==> src/psv_mul.sv <==
// ----------------------------------------------------------------------------
// psv_mul
// Shared signed multiplier with a registered product.
// ----------------------------------------------------------------------------
module psv_mul #(
    parameter int A_WIDTH = 24,
    parameter int B_WIDTH = 18
) (
    input  logic                               aclk,
    input  logic                               mul_en,
    input  logic signed [A_WIDTH-1:0]          mul_a,
    input  logic signed [B_WIDTH-1:0]          mul_b,
    output logic signed [A_WIDTH+B_WIDTH-1:0]  prod
);

    logic signed [A_WIDTH+B_WIDTH-1:0] prod_reg;

    // Product register, held while the unit is not used
    always_ff @(posedge aclk) begin
        if (mul_en) begin
            prod_reg <= mul_a * mul_b;
        end
    end

    assign prod = prod_reg;

endmodule

==> config.mk <==
export PLATFORM = sky130hd
export DESIGN_NAME = psv_mul
export DESIGN_NICKNAME = d
export VERILOG_FILES = /design/src/psv_mul.sv
export SDC_FILE = /design/constraint.sdc
export NUM_CORES = 1
export LEC_CHECK = 0
export BUFFER_PORTS_ARGS = -buffer_cell sky130_fd_sc_hd__buf_2
export CAP_MARGIN = 20
export CORE_MARGIN = 3
export CORE_UTILIZATION = 38
export CTS_BUF_LIST = sky130_fd_sc_hd__clkbuf_2 sky130_fd_sc_hd__clkbuf_4 sky130_fd_sc_hd__clkbuf_8
export DETAILED_ROUTE_END_ITERATION = 6
export HOLD_SLACK_MARGIN = 0.15
export PLACE_DENSITY = 0.54
export SLEW_MARGIN = 25
export SYNTH_ARGS = -nofsm -noshare
export SYNTH_HDL_FRONTEND = slang
export SYNTH_SLANG_ARGS = --single-unit
==> constraint.sdc <==
create_clock -name aclk -period 13.05 [get_ports aclk]
set_input_delay 1.9575 -clock aclk [delete_from_list [all_inputs] [get_ports aclk]]
set_output_delay 1.9575 -clock aclk [all_outputs]
set_load 0.005 [all_outputs]
==> results of run 1 <==
## layout by cell type, fill, tap and decap left out, drive strengths merged, types with 3 or more instances in the layout
master / synthesis / layout
ha: 105 / 105
o211ai: 3 / 3
clkbuf: 77 / 5
and3: 4 / 4
xnor2: 29 / 29
o21ai: 16 / 16
a21oi: 31 / 31
a2111oi: 5 / 5
a31oi: 4 / 4
edfxtp: 42 / 42
o21bai: 6 / 6
clkinv: 3 / 4
xor2: 11 / 11
diode: 0 / 3
nand4: 6 / 6
a211oi: 3 / 3
and2: 154 / 154
nand2: 270 / 270
fa: 425 / 425
nand3: 8 / 8
nor3b: 3 / 3
nor3: 12 / 12
buf: 3 / 85
inv: 503 / 504
nand2b: 10 / 10
o21a: 4 / 4
nor2: 32 / 32
a21o: 11 / 11
## cell type report
type	instances	area, um^2	share of cell area (%)
antenna	3	7.507	0.04197
inverter	506	1901	10.63
clock buffer	5	68.82	0.3847
tap	585	732.0	4.092
multi-input combinational	1181	13450	75.17
sequential	42	1261	7.051
clock inverter	3	43.79	0.2448
timing repair buffer	85	427.9	2.392
## how the worst max path moves through the flow
stage                     cells after the start  endpoint       from  slack (ns)
after floorplan                              23  prod[41]  mul_a[13]        5.25
after global placement                       20  prod[38]   mul_b[0]        4.48
after detailed placement                     20  prod[38]   mul_b[0]        4.38
after CTS                                    20  prod[40]   mul_b[0]        4.77
after global routing                         20  prod[40]   mul_b[0]        4.38
final                                        20  prod[40]   mul_b[0]        4.74
## cells in the mapped netlist, types with 2 or more instances
| cell | number |
|---|---|
| a2111oi_0 | 3 |
| a21o_1 | 11 |
| nand4b_1 | 2 |
| o211a_1 | 2 |
| o21ai_0 | 10 |
| nand2_1 | 270 |
| nand2b_1 | 10 |
| xor2_1 | 11 |
| ha_1 | 105 |
| a2111o_1 | 2 |
| and3_4 | 2 |
| nor2_1 | 31 |
| a2111oi_4 | 2 |
| fa_1 | 425 |
| buf_2 | 3 |
| o21ai_1 | 5 |
| edfxtp_1 | 42 |
| and2_1 | 154 |
| mux2i_1 | 2 |
| nand3_1 | 8 |
| a21oi_1 | 30 |
| o21bai_1 | 5 |
| and3_1 | 2 |
| clkinv_1 | 2 |
| clkbuf_1 | 77 |
| nand4_1 | 6 |
| a31oi_1 | 3 |
| nor3b_1 | 3 |
| xnor2_1 | 29 |
| a211oi_1 | 2 |
| o211ai_1 | 2 |
| inv_1 | 503 |
| nor3_1 | 12 |
| o2111ai_1 | 2 |
| o21a_1 | 4 |
## stage by stage
| stage | cells | hold WS [ns] | util [%] | cell area (um^2) | worst slack (ns) |
|---|---|---|---|---|---|
| floorplan | 1809 | 2.070 | - | 16910 | 5.252 |
| finish | 2410 | 2.099 | 41.07 | 17890 | 4.738 |
| CTS | 2407 | 2.107 | 41.05 | 17880 | 4.768 |
| global route | 2408 | 2.131 | 41.06 | 17880 | 4.376 |
| global placement | 2399 | 2.350 | 40.79 | 17760 | 4.480 |
| detailed placement | 2399 | 2.351 | 40.80 | 17770 | 4.381 |
## per-layer routing
layer	track usage [%]	vias up	part of all wire (%)	routed length, um
li1	-	5240	-	-
met1	25.92	6049	44	18610
met2	33.59	307	49	21080
met3	3.267	43	5.5	2350
met4	3.175	4	1.4	579
met5	0	-	0.063	27
## kinds of logic (layout without fill, tap and decap cells)
group,count (synthesis),after routing,share of synthesized area (%)
XOR/XNOR,40,40,2.072
multiplexers,2,2,0.1184
buffers and inverters,586,599,13.04
flip-flops,42,42,7.458
AO/OA/AOI/OAI,99,99,4.676
adder cells (fa/ha/maj),530,530,58.08
other,0,3,0
AND/OR/NAND/NOR,510,510,14.56
## critical path, cell delays in order
cell and delay, ns:
buf_2 0.48, nand2_1 0.18, inv_1 0.17, fa_1 0.57, fa_1 0.61, ha_1 0.47, inv_1 0.27, fa_1 0.55
inv_1 0.05, fa_1 0.55, fa_1 0.42, ha_1 0.39, a21oi_1 0.15, o21ai_1 0.09, a2111oi_0 0.59, o21bai_1 0.19
a21oi_1 0.28, o41ai_4 0.15, mux2i_1 0.18, nand4_1 0.09
==> run summary, run 1 <==
share of cells above drive strength 1: 6.202%
# hold bufs at CTS: 0
GRT Total Usage: 19.31%
cell taking the most area after synthesis: fa_1
Worst-path clk slew: 0.13 ns
global route total overflow: 0
setup violators final: 0
synth warn: 0
Crit Path Max Fanout: 24
gp weighted congestion: 0.8179
hold depth: 1
critical hold path startpoint: mul_en
TritonCTS clock tree: built
Post-DP HPWL: 34.55 mm
DR iter-0 viols: 544
PortBufs: 85
CP Data Required Time: 13.16 ns
Post-route DRC: 0
final net count: 2395
Pre-Repair DR Iteration Count: 5
status: completed
min-delay worst type: primary input to flip-flop
max-cap viol count: 0
mean routed wirelength per cell: 17.70 um
Syn-to-layout area delta: 5.771%
Vias/cell: 4.831
CTS HTree Levels: 2
global-route wire length before repair: 71.16 mm
Synth area leaders: fa_1 (50%), inv_1 (11%), ha_1 (7.8%)
Mapped Area: 16910 um^2
Net Count, Synth: 2383
pin count of the biggest net entering global routing: 43
Pins Over Slew Limit: 0
maximum buffer depth of the clock tree: 2
Syn Area/Cell: 9.348 um^2
CTS sink cnt: 42
WL final: 42.65 mm
max-slew headroom at the worst pin: 53.55%
post_cts resized: 0
CTS root buf: clkbuf_8
Hold EP: prod[35]
Setup Crit Path Kind: primary input to flip-flop
post-synthesis cell type count: 62
DRT antenna net count: 0
Main synth FF type: edfxtp_1
register area share after synthesis: 7.458%
total number of vias: 11640
Initial Util: 38.83%
Seq cells post-synth: 42
number of CTS-inserted buffers: 5
Fin. Hold Viols: 0
setup tns final: 0 ns
final worst-path cycle share: 63.69%
CP startpoint kind: primary input
Post-synth EDFFs: 42
Die Y: 217.0 um
Rows: 76
initial antenna violation count: 7
cells after synthesis: 1809
Filler cells: 4416
die width: 217.0 um
Die ar.: 47070 um^2
Least-Margin Pin Slew: 0.6967 ns
Arr. time, crit path: 8.42 ns
crit path time final: 8.312 ns
area of the core: 43550 um^2
Async S/R FF share, synth: 0%
RSZ-0062 raised after global routing: no
post-CTS setup buffer count: 0
IO Pins: 86
vias in the first global route: 12870
top cell type's share of synthesized area: 50.31%
max frequency: 0.1203 GHz
max FFs per register: 42
Worst setup EP type: flip-flop
Power of run 1 is not shown: default switching activity piles up to over one toggle a cycle in this logic, so the estimate is an artifact.
==> run 2, diff against run 1 <==
PLACE_DENSITY = 0.56   (was 0.54)
clock period = 7.6 ns   (was 13.05 ns; I/O delays follow)
==> run summary, run 2 (synthesis gave the netlist of run 1 again) <==
GRT busiest layer: met2 (unchanged)
Initial Util: 38.83% (unchanged)
Finished Layout Cells: 2458 (was 2410)
Post-DP HPWL: 36.59 mm (was 34.55 mm)
setup tns final: 0 ns (unchanged)
placed cell area: 18150 um^2 (was 17770 um^2)
global-route wire length before repair: 70.81 mm (was 71.16 mm)
mean routed wirelength per cell: 17.43 um (was 17.70 um)
post-route cell area: 18250 um^2 (was 17890 um^2)
min-delay worst type: primary input to flip-flop (unchanged)
GRT Total Usage: 19.22% (was 19.31%)
status: completed (unchanged)
CTS sink cnt: 42 (unchanged)
WL final: 42.84 mm (was 42.65 mm)
share of cells above drive strength 1: 8.707% (was 6.202%)
hold depth: 1 (unchanged)
CTS root buf: clkbuf_8 (unchanged)
Post-route DRC: 0 (unchanged)
max-cap viol count: 0 (unchanged)
CP startpoint kind: primary input (unchanged)
Arr. time, crit path: 7.13 ns (was 8.42 ns)
GR Util met3: 3.100% (was 3.267%)
die width: 217.0 um (unchanged)
area of the core: 43550 um^2 (unchanged)
post-CTS setup buffer count: 0 (unchanged)
RSZ-0062 raised after global routing: no (unchanged)
highest-count cells in the layout ignoring fill and taps: inv_1 (503), fa_1 (425), nand2_1 (270) (unchanged)
final net count: 2445 (was 2395)
max-slew headroom at the worst pin: 56.54% (was 53.55%)
Pins Over Slew Limit: 0 (unchanged)
Setup Crit Path Kind: primary input to flip-flop (unchanged)
Hold EP: prod[34] (was prod[35])
critical hold path startpoint: mul_en (unchanged)
total number of vias: 11620 (was 11640)
Place WS: 0.2052 ns (was 4.381 ns)
crit path time final: 6.996 ns
Vias/cell: 4.727 (was 4.831)
gp weighted congestion: 0.8250 (was 0.8179)
CP Cell Sequence: buf_2 -> buf_4 -> nand2_1 -> inv_1 -> fa_1 -> inv_1 -> fa_1 -> inv_1 -> fa_1 -> fa_1 -> fa_1 -> inv_1 -> fa_1 -> inv_1 -> ha_1 -> a21oi_1 -> o21ai_1 -> a2111oi_0 -> o21bai_1 -> a21oi_1 -> o41ai_4 -> a21oi_1 -> xnor2_1 (was buf_2 -> nand2_1 -> inv_1 -> fa_1 -> fa_1 -> ha_1 -> inv_1 -> fa_1 -> inv_1 -> fa_1 -> fa_1 -> ha_1 -> a21oi_1 -> o21ai_1 -> a2111oi_0 -> o21bai_1 -> a21oi_1 -> o41ai_4 -> mux2i_1 -> nand4_1)
setup violators final: 0 (unchanged)
Crit-path slowest cell: fa_1 (unchanged)
Syn-to-layout area delta: 7.931% (was 5.771%)
cell mode on critical path: fa_1 (unchanged)
Rows: 76 (unchanged)
Worst-path clk slew: 0.14 ns (was 0.13 ns)
grt met1 use: 26.28% (was 25.92%)
Worst setup EP type: flip-flop (unchanged)
pin count of the biggest net entering global routing: 43 (unchanged)
PortBufs: 85 (unchanged)
Cells after DPL: 2449 (was 2399)
max frequency: 0.1429 GHz
DRT antenna net count: 0 (unchanged)
# hold bufs at CTS: 0 (unchanged)
Least-Margin Pin Slew: 0.6519 ns (was 0.6967 ns)
Fin. Hold Viols: 0 (unchanged)
DR iter-0 viols: 693 (was 544)
TritonCTS clock tree: built (unchanged)
CTS HTree Levels: 2 (unchanged)
max FFs per register: 42 (unchanged)
Pre-Repair DR Iteration Count: 5 (unchanged)
maximum buffer depth of the clock tree: 2 (unchanged)
slowest stage delay, CP: 0.53 ns (was 0.61 ns)
routing usage on met2: 33.04% (was 33.59%)
most common cell after layout, fill and taps aside: inv_1 (unchanged)
Filler cells: 4416 (unchanged)
delay-heaviest family, CP: adder cells (unchanged)
initial antenna violation count: 4 (was 7)
number of CTS-inserted buffers: 5 (unchanged)
Crit Path Max Fanout: 14 (was 24)
IO Pins: 86 (unchanged)
setup ws final: 0.6044 ns (was 4.738 ns)
global route total overflow: 0 (unchanged)
Die ar.: 47070 um^2 (unchanged)
Die Y: 217.0 um (unchanged)
post_cts resized: 0 (unchanged)
vias in the first global route: 13020 (was 12870)
CP Data Required Time: 7.73 ns (was 13.16 ns)
Buf/Inv on CP: 7 (was 4)
final worst-path cycle share: 92.05%
-- run 2: cell count changes in the layout (fill, tap and decap cells not counted), sizes merged --
cell,change
buf,+50
bufinv,-1
clkinv,-1
diode,-2
inv,+2
-- run 2: metrics by stage --
step / util [%] / hold WS, ns
finish: 41.91 / 1.299
global route: 41.90 / 1.326
CTS: 41.90 / 1.310
detailed placement: 41.69 / 1.531
global placement: 41.68 / 1.533
floorplan: - / 1.253
-- run 2: worst max path at each step --
| stage | start | end | slack [ns] | depth (start not counted) |
|---|---|---|---|---|
| floorplan | mul_a[13] | prod[41] | 0.62 | 23 |
| global placement | mul_b[4] | prod[38] | 0.30 | 23 |
| detailed placement | mul_b[4] | prod[38] | 0.21 | 23 |
| CTS | mul_b[4] | prod[38] | 0.59 | 23 |
| global route | mul_b[4] | prod[38] | 0.25 | 23 |
| finish | mul_b[4] | prod[38] | 0.60 | 23 |
-- run 2: cell type report --
class | count | area (um^2) | area share, %
multi-input combinational | 1181 | 13450 | 73.66
inverter | 506 | 1901 | 10.41
sequential | 42 | 1261 | 6.910
timing repair buffer | 135 | 815.8 | 4.469
tap | 585 | 732.0 | 4.010
clock buffer | 5 | 68.82 | 0.3770
clock inverter | 3 | 26.28 | 0.1440
antenna | 1 | 2.502 | 0.01371
-- run 2: layer usage --
layer  wire [um]  vias to the layer above
li1            -                     5334
met1       18930                     5959
met2       20880                      282
met3        2390                       40
met4         614                        4
met5          27                        -
Power of run 2 is left out for the same reason.
